`src/hw/rtl/kts_pkg.sv`:
```
`timescale 1ns / 1ps

package kts_pkg;

    localparam int MAX_KEYS       = 256;
    localparam int MAX_COMPONENTS = 8;
    localparam int KEY_W          = $clog2(MAX_KEYS);
    localparam int COMP_W         = $clog2(MAX_COMPONENTS);
    localparam int VAL_DEPTH      = MAX_KEYS * 3 * MAX_COMPONENTS;
    localparam int VAL_AW         = $clog2(VAL_DEPTH);

    // divider operand widths: 32-bit magnitude shifted up by 16, 33-bit divisor
    localparam int DVD_W = 49;
    localparam int DVS_W = 33;

    localparam logic [16:0] ONE_Q16 = 17'h10000;

    localparam logic [1:0] KIND_TIME   = 2'd0;
    localparam logic [1:0] KIND_VALUE  = 2'd1;
    localparam logic [1:0] KIND_SAMPLE = 2'd2;

    localparam logic [1:0] SLOT_IN  = 2'd0;
    localparam logic [1:0] SLOT_VAL = 2'd1;
    localparam logic [1:0] SLOT_OUT = 2'd2;
    localparam logic [1:0] SLOT_BAD = 2'd3;

    localparam logic [1:0] MODE_LINEAR = 2'd0;
    localparam logic [1:0] MODE_STEP   = 2'd1;
    localparam logic [1:0] MODE_CUBIC  = 2'd2;

    localparam logic [1:0] REG_KEY_COUNT   = 2'd0;
    localparam logic [1:0] REG_COMP_COUNT  = 2'd1;
    localparam logic [1:0] REG_MODE        = 2'd2;
    localparam logic [1:0] REG_LOOP_PERIOD = 2'd3;

    // last step of the per-component sequence for each mode
    localparam logic [3:0] LAST_STEP_CUBIC  = 4'd8;
    localparam logic [3:0] LAST_STEP_LINEAR = 4'd4;
    localparam logic [3:0] LAST_STEP_STEP   = 4'd1;

    typedef enum logic [4:0] {
        ST_IDLE,
        ST_WRAP_GO,
        ST_WRAP_WAIT,
        ST_RD_FIRST,
        ST_RD_LAST,
        ST_CLAMP,
        ST_SRCH_ADDR,
        ST_SRCH_CMP,
        ST_RD_NEXT,
        ST_RD_PREV,
        ST_GAP,
        ST_DIV_GO,
        ST_DIV_WAIT,
        ST_SQ,
        ST_CUBE,
        ST_HERM,
        ST_COMP,
        ST_EMIT
    } kts_state_t;

    function automatic logic [VAL_AW-1:0] val_addr(input logic [KEY_W-1:0] key,
                                                   input logic [1:0] slot,
                                                   input logic [COMP_W-1:0] el);
        logic [VAL_AW-1:0] row;
        row = VAL_AW'(key) * VAL_AW'(3) + VAL_AW'(slot);
        return VAL_AW'(row * VAL_AW'(MAX_COMPONENTS)) + VAL_AW'(el);
    endfunction

    function automatic logic signed [31:0] sat32(input logic signed [65:0] x);
        if (x > 66'sd2147483647) begin
            return 32'sh7fffffff;
        end else if (x < -66'sd2147483648) begin
            return 32'sh80000000;
        end
        return x[31:0];
    endfunction

    // round half up, then saturate
    function automatic logic signed [31:0] rnd_sat16(input logic signed [65:0] x);
        logic signed [65:0] y;
        y = (x + 66'sd32768) >>> 16;
        return sat32(y);
    endfunction

    function automatic logic signed [31:0] rnd_sat30(input logic signed [65:0] x);
        logic signed [65:0] y;
        y = (x + 66'sd536870912) >>> 30;
        return sat32(y);
    endfunction

endpackage

```
`src/hw/rtl/kts_div.sv`:
```
`timescale 1ns / 1ps

module kts_div
    import kts_pkg::*;
(
    input  logic             aclk,
    input  logic             aresetn,
    input  logic             start,
    input  logic [DVD_W-1:0] dividend,
    input  logic [DVS_W-1:0] divisor,
    output logic             done,
    output logic [DVD_W-1:0] quotient,
    output logic [DVS_W-1:0] remainder
);

    logic             busy_reg;
    logic             done_reg;
    logic [5:0]       cnt_reg;
    logic [DVD_W-1:0] quo_reg;
    logic [DVS_W:0]   rem_reg;
    logic [DVS_W-1:0] dvs_reg;

    logic [DVS_W:0]   trial;
    logic [DVS_W+1:0] sub;
    logic             ge;

    // one quotient bit a cycle, restoring
    assign trial = {rem_reg[DVS_W-1:0], quo_reg[DVD_W-1]};
    assign sub   = {1'b0, trial} - {2'b00, dvs_reg};
    assign ge    = !sub[DVS_W+1];

    always_ff @(posedge aclk) begin
        if (!aresetn) begin
            busy_reg <= 1'b0;
            done_reg <= 1'b0;
            cnt_reg  <= '0;
        end else begin
            done_reg <= 1'b0;
            if (start) begin
                busy_reg <= 1'b1;
                cnt_reg  <= 6'(DVD_W - 1);
            end else if (busy_reg) begin
                cnt_reg <= cnt_reg - 6'd1;
                if (cnt_reg == '0) begin
                    busy_reg <= 1'b0;
                    done_reg <= 1'b1;
                end
            end
        end
    end

    always_ff @(posedge aclk) begin
        if (start) begin
            quo_reg <= dividend;
            rem_reg <= '0;
            dvs_reg <= divisor;
        end else if (busy_reg) begin
            quo_reg <= {quo_reg[DVD_W-2:0], ge};
            rem_reg <= ge ? sub[DVS_W:0] : trial;
        end
    end

    assign done      = done_reg;
    assign quotient  = quo_reg;
    assign remainder = rem_reg[DVS_W-1:0];

endmodule

```
`config.mk`:
```
export PLATFORM = sky130hd
export DESIGN_NAME = kts_div
export DESIGN_NICKNAME = d
export VERILOG_FILES = /design/src/hw/rtl/kts_pkg.sv /design/src/hw/rtl/kts_div.sv
export SDC_FILE = /design/constraint.sdc
export NUM_CORES = 1
export LEC_CHECK = 0
export ABC_AREA = 1
export BUFFER_PORTS_ARGS = -buffer_cell sky130_fd_sc_hd__buf_4
export CORE_MARGIN = 2
export CORE_UTILIZATION = 45
export CTS_CLUSTER_SIZE = 24
export DETAILED_ROUTE_END_ITERATION = 6
export GPL_ROUTABILITY_DRIVEN = 0
export PLACE_DENSITY = 0.68
export SLEW_MARGIN = 40
export SYNTH_ARGS = -nofsm -noshare
export SYNTH_HDL_FRONTEND = slang
export SYNTH_SLANG_ARGS = --single-unit
```
`constraint.sdc`:
```
create_clock -name aclk -period 6.7 [get_ports aclk]
set_input_delay 0.335 -clock aclk [delete_from_list [all_inputs] [get_ports aclk]]
set_output_delay 0.335 -clock aclk [all_outputs]
set_load 0.05 [all_outputs]
```
==> results.ini, run 1 <==
[pwr]
ir_worst_vdd_uv = 191
leakagePower_nw = 5.32
seq_power_share_pct = 40.9
switching_share_pct = 28.1
p_int_mw = 1.59
p_switching_mw = 0.623
pwr-share-comb_pct = 17.4
power_mw = 2.22
power.density_nw_per_um2 = 226
clkPwrFrac_pct = 41.7

[worst_setup_path]
crit_top_cell = nand2_1
setup.worst_path.class = reg -> reg
crit_chain = ha_1, a21oi_1, nor2_1, nor3_1, nand2_1, nor2_8, nand2_4, nand2_1, nand3_1, o21ai_1
crit_slowest_cell = nor2_8
crit_path_max_incr_delay_ns = 0.51
arrival_ns = 3.12
rr_startpoint = rem_reg[30]
worstPathMaxFanout = 36
worstSetupStartpointType = register
end_kind = register
rrSetupSlack_ns = 3.92
r2r_cells = 10
reg2reg_to = rem_reg[10]
cp_data_required_time_ns = 7.04

[grt]
first_global_vias = 6966
grt_pass1_wl_um = 34500
track_usage_pct = 24.1
overflow = 0
grt_max_degree = 61
antenna_found_initial = 0

[run_status]
status = finished clean

[timing]
skew_ns = 0.0184
slew_headroom_pct = 47.6
drv_slew = 0
setup_viol = 0
setup_slack_ns = 3.92
fin_crit_sh_pct = 41.5
rsz0062_at_grt = no
whs_ns = 0.0850
worst_pin_slew_ns = 0.786
period_minus_slack_ns = 2.78
max_freq_mhz = 360
finalSetupTns_ns = 0
hold_viol = 0

[drt]
wirelength_um = 21200
wl_per_cell_um = 14.1
highest_layer = met4
drt_iter0_markers = 367
m1WireLength_um = 9260
viasPerCell = 4.85
first_pass_iters = 5
wl_met2_um = 9330
ant_nets = 0
vias = 7293
drc = 0
route.met3.wl_um = 2060

[layout]
drive_gt1_share_pct = 17.6
final_util_pct = 57.2
final_cell_area_um2 = 9790
fin_nets = 1388
largest_reg_flops = 49
fin_cells = 1505
antenna_cells = 0
area_growth_pct = 25.8

[die]
die_w_um = 136
start_util_pct = 45.5
coreArea_um2 = 17100
ios = 168
row_count = 48
die-area_um2 = 18400
dieHeight_um = 136

[clock_network]
postCtsSetupBuffers = 0
insertion_delay_ns = 0.42
cts_resized = 0
hold_buffers = 0
cts_tree = built
clkSinkCount = 123
clk_pin_slew_ns = 0.06
root_buffer = clkbuf_16
htree_levels = 4
cts_buffer_depth = 2
cts_buffers = 17

[synth]
ys_seq_area_share_pct = 42.2
synth-main-ff-cell = edfxtp_1
netlist_area_um2 = 7780
synth_edf_count = 82
synth_cell_type_count = 37
postSynthAreaPerCell_um2 = 7.06
syn_nets = 1224
synth_cells = 1103
yosysWarningCount = 0
async_reset_ff_share_pct = 0
ys_seq_elements = 123

[place]
hpwl_um = 15700
place_inst = 1473
pre_cts_ws_ns = 4.02
postPlaceCellArea_um2 = 9210
placement.io_buffers = 167

[hold_path]
min_delay_worst_endpoint = dvs_reg[32]
whs_path_depth = 1
worstHoldStart = divisor[32]
hp-class = in -> reg

[run]
maxCapViolations = 0

cells in the mapped netlist, types with 2 or more instances:
| library cell | count | share of area (%) |
|---|---|---|
| inv_1 | 187 | 9.0 |
| a31oi_1 | 2 | 0.16 |
| ha_1 | 35 | 5.6 |
| o21ai_1 | 11 | 0.71 |
| a21oi_1 | 17 | 1.1 |
| o21ai_0 | 3 | 0.19 |
| dfxtp_1 | 41 | 11 |
| a211oi_1 | 2 | 0.19 |
| nand2_1 | 477 | 23 |
| nor3_1 | 6 | 0.39 |
| nand2_2 | 7 | 0.56 |
| clkbuf_1 | 14 | 0.68 |
| nand4_1 | 9 | 0.72 |
| inv_2 | 4 | 0.19 |
| buf_6 | 5 | 0.72 |
| nand3_1 | 85 | 5.5 |
| xnor2_1 | 16 | 1.8 |
| edfxtp_1 | 82 | 32 |
| and2_1 | 4 | 0.32 |
| buf_2 | 4 | 0.26 |
| nand2_4 | 2 | 0.29 |
| nand3b_1 | 15 | 1.4 |
| nor2_2 | 4 | 0.32 |
| buf_4 | 2 | 0.19 |
| nor2_1 | 54 | 2.6 |
| nand3_2 | 2 | 0.26 |
| or2_2 | 2 | 0.16 |
| a21oi_2 | 2 | 0.23 |
how the worst max path moves through the flow:
stage	start	cells after the start	endpoint
global placement	rem_reg[30]	10	rem_reg[26]
finish	rem_reg[30]	10	rem_reg[10]
CTS	rem_reg[30]	10	rem_reg[10]
floorplan	start	4	quotient[0]
global route	dvs_reg[31]	11	rem_reg[0]
detailed placement	rem_reg[30]	10	rem_reg[8]
logic make-up after synthesis:
family / count (synthesis) / share of synthesized area (%)
buffers and inverters: 217 / 11.1
AND/OR/NAND/NOR: 672 / 36.2
XOR/XNOR: 17 / 1.91
adder cells (fa/ha/maj): 36 / 5.88
flip-flops: 123 / 42.2
AO/OA/AOI/OAI: 38 / 2.67
layout by cell type, fill, tap and decap left out, drive strengths merged:
| cell type | count |
|---|---|
| clkinv | 4 |
| nand3 | 87 |
| nor3 | 7 |
| clkbuf | 23 |
| ha | 35 |
| dfxtp | 41 |
| nor4 | 1 |
| and2 | 4 |
| nor2 | 60 |
| clkinvlp | 2 |
| buf | 171 |
| a211oi | 2 |
| nand4 | 9 |
| o21ai | 14 |
| inv | 191 |
| xnor2 | 16 |
| or2 | 2 |
| fa | 1 |
| edfxtp | 82 |
| a21oi | 19 |
| nand2 | 486 |
| nor3b | 1 |
| bufinv | 3 |
| a31oi | 2 |
| o21bai | 1 |
| nand3b | 15 |
| xor2 | 1 |
layout make-up:
type	count	area, um2
fill	1704	7330
multi-input combinational	763	3640
sequential	123	3280
timing repair buffer	171	1280
inverter	191	719
clock buffer	23	458
tap	225	282
clock inverter	9	124
power groups by stage:
stage	logic (mW)	registers, mW	clock network (mW)
final	0.387	0.906	0.925
after global routing	0.420	0.913	0.975
after CTS	0.389	0.906	0.941
after detailed placement	0.388	0.919	0
after global placement	0.386	0.919	0
after floorplan	0.135	1.03	0
per-layer routing:
| layer | GRT usage (%) | vias up |
|---|---|---|
| met5 | 0 | - |
| met4 | 7.99 | 0 |
| li1 | - | 3746 |
| met2 | 38.6 | 279 |
| met1 | 30.2 | 3226 |
| met3 | 9.17 | 42 |
worst max-delay path, delay by kind of cell, from the launching register on:
family	cells	cell delay (ns)
AO/OA/AOI/OAI	2	0.37
adder cells (fa/ha/maj)	1	0.37
flip-flops	1	0.34
AND/OR/NAND/NOR	7	1.61
Power figures use the tool's default switching activity.
==> run 2, diff against run 1 <==
--- a/config.mk
+++ b/config.mk
@@ -5,14 +5,14 @@
 export SDC_FILE = /design/constraint.sdc
 export NUM_CORES = 1
 export LEC_CHECK = 0
-export ABC_AREA = 1
+export ABC_AREA = 0
 export BUFFER_PORTS_ARGS = -buffer_cell sky130_fd_sc_hd__buf_4
 export CORE_MARGIN = 2
 export CORE_UTILIZATION = 45
 export CTS_CLUSTER_SIZE = 24
 export DETAILED_ROUTE_END_ITERATION = 6
 export GPL_ROUTABILITY_DRIVEN = 0
-export PLACE_DENSITY = 0.68
+export PLACE_DENSITY = 0.72
 export SLEW_MARGIN = 40
 export SYNTH_ARGS = -nofsm -noshare
 export SYNTH_HDL_FRONTEND = slang
==> constraint.sdc (replaced) <==
create_clock -name aclk -period 2.3 [get_ports aclk]
set_input_delay 0.115 -clock aclk [delete_from_list [all_inputs] [get_ports aclk]]
set_output_delay 0.115 -clock aclk [all_outputs]
set_load 0.05 [all_outputs]
==> run 2 against run 1 <==
The flow now finishes with violations (negative setup slack); via count shrank 11%; die area shrank 12%; synthesized cell count shrank 43%; wire length grew 0.34%; design area grew 11%; largest power group is now combinational cells.
==> results.ini, run 2 <==
[synth]
yosysTopAreaCellShare_pct = 35.9
netlist_top_cells_area = edfxtp_1, dfxtp_1, mux2_2, ha_1, a311oi_2
synth_common_cells = edfxtp_1, nand2_1, nor2_1
yosysWarningCount = 0
synth_cells = 627
async_reset_ff_share_pct = 0
synth-main-ff-cell = edfxtp_1
yosysMostFrequentCell = edfxtp_1
syn_nets = 748
ys_seq_area_share_pct = 47.9
ys_seq_elements = 123
synth_cell_type_count = 55
synth_area_leader_cell = edfxtp_1
netlist_area_um2 = 6850
synth_edf_count = 82
postSynthAreaPerCell_um2 = 10.9

[hold_path]
hp-class = in -> reg
whs_path_depth = 2
worstHoldStart = dividend[2]
min_delay_worst_endpoint = quotient[2]

[worst_setup_path]
r2r_cells = 14
reg2reg_to = rem_reg[16]
setup.worst_path.start = quotient[48]
crit_path_max_incr_delay_ns = 0.40
worst-path-buf-inv = 4
crit_top_cell = buf_4
crit_slowest_cell = edfxtp_1
cp_data_required_time_ns = 2.62
crit_chain = inv_1, ha_2, inv_2, fa_2, a211oi_2, o211ai_1, buf_4, a21boi_2, buf_4, o21ai_2, a21o_1, a21oi_2, xor2_1, o21ai_1
end_kind = register
setup.worst_path.class = reg -> reg
worstPathMaxFanout = 3
rr_startpoint = quotient[48]
crit_family = compound AO/OA/AOI/OAI gates
rrSetupSlack_ns = -0.44
arrival_ns = 3.06
worstSetupStartpointType = register

[grt]
antenna_found_initial = 0
overflow = 0
first_global_vias = 6741
track_usage_pct = 26.3
grt_max_degree = 50
grt_pass1_wl_um = 33700

[timing]
setup_viol = 34
fin_crit_sh_pct = 119
period_minus_slack_ns = 2.74
rsz0062_at_grt = yes
setup_slack_ns = -0.444
slew_headroom_pct = 56.8
max_freq_mhz = 364
drv_slew = 0
hold_viol = 0
worst_pin_slew_ns = 0.649
whs_ns = 0.0110
skew_ns = 0.0154

[drt]
wl_per_cell_um = 17.8
drc = 0
first_pass_iters = 5
viasPerCell = 5.41
drt_iter0_markers = 437
ant_nets = 0
wirelength_um = 21200
vias = 6457

[layout]
final_common_cell = buf_4
largest_reg_flops = 49
final_cell_area_um2 = 10900
fin_cells = 1193
area_growth_pct = 58.4
final_cell_mix = buf_4, edfxtp_1, dlygate4sd3_1
antenna_cells = 0
drive_gt1_share_pct = 46.5
fin_nets = 1113
final_util_pct = 72.2

[die]
start_util_pct = 45.6
die_w_um = 127
ios = 168
dieHeight_um = 127
die-area_um2 = 16200
coreArea_um2 = 15000
row_count = 45

[clock_network]
clk_pin_slew_ns = 0.06
cts_tree = built
root_buffer = clkbuf_16
htree_levels = 4
cts_buffer_depth = 2
insertion_delay_ns = 0.43
cts_buffers = 17
clkSinkCount = 123

[place]
hpwl_um = 13900
placement.io_buffers = 167
postPlaceCellArea_um2 = 9150
place_inst = 1071
pre_cts_ws_ns = -0.525

[run]
maxCapViolations = 0

[pwr]
ir_worst_vdd_uv = 619
leakagePower_nw = 4.83
power.density_nw_per_um2 = 741

[run_status]
status = finished, violations left
violations = negative setup slack

-- run 2: final cells by class --
class	instances	area, um2
fillers	1019	4180
multi-input cells	433	3490
flip-flops and latches	123	3290
repair buffers	374	3120
clock buffers	18	439
well taps	188	235
inverters	43	161
clock inverters	14	114
-- run 2: logic make-up after synthesis --
family / share of synthesized area, %
AND/OR/NAND/NOR: 10.5
AO/OA/AOI/OAI: 18.2
flip-flops: 47.9
buffers and inverters: 4.45
multiplexers: 8.36
adder cells (fa/ha/maj): 6.68
XOR/XNOR: 3.96
-- run 2: where the power goes --
group,total (mW),leakage [nW],switching [mW],internal [mW]
sequential,2.73,1.15,0.131,2.60
clock,2.54,0.265,1.11,1.42
combinational,2.77,3.41,1.54,1.23
total,8.04,4.83,2.79,5.25
-- run 2: through the flow --
stage / total power [mW] / TNS (ns)
final: 8.04 / -14.05
after floorplan: 4.26 / -20.01
after global routing: 8.38 / -18.98
after CTS: 7.92 / -13.04
after detailed placement: 5.19 / -16.06
after global placement: 5.13 / -14.63
-- run 2: layer usage --
| metal | global-route usage, % | up-vias | share of wire [%] |
|---|---|---|---|
| li1 | - | 3028 | - |
| met1 | 30.7 | 3046 | 39 |
| met2 | 45.0 | 315 | 50 |
| met3 | 8.25 | 68 | 8.2 |
| met4 | 10.8 | 0 | 3.2 |
| met5 | 0 | - | 0 |
-- run 2: what timing repair did --
action / in CTS / in global routing
resized for setup: 35 / 31
pin swaps: 14 / 13
setup endpoints to repair: 34 / 34
gates cloned: 1 / 1
endpoints found under the hold margin: 79 / 1
hold buffers: 77 / 1
buffers inserted: 5 / 5
-- run 2: worst max path at each step --
stage               slack, ns          end  cells past startpoint
floorplan               -0.79  quotient[0]                     13
global placement        -0.48  rem_reg[26]                     12
detailed placement      -0.53  rem_reg[24]                     12
CTS                     -0.42  quotient[0]                     12
global route            -0.60  rem_reg[23]                     14
finish                  -0.44  rem_reg[16]                     14
-- run 2: worst register-to-register path, stage by stage, from the launching register on --
cell,delay [ns]
edfxtp_1,0.40
inv_1,0.08
ha_2,0.18
inv_2,0.04
fa_2,0.36
a211oi_2,0.23
o211ai_1,0.16
buf_4,0.17
a21boi_2,0.14
buf_4,0.14
o21ai_2,0.05
a21o_1,0.18
a21oi_2,0.18
xor2_1,0.23
o21ai_1,0.08
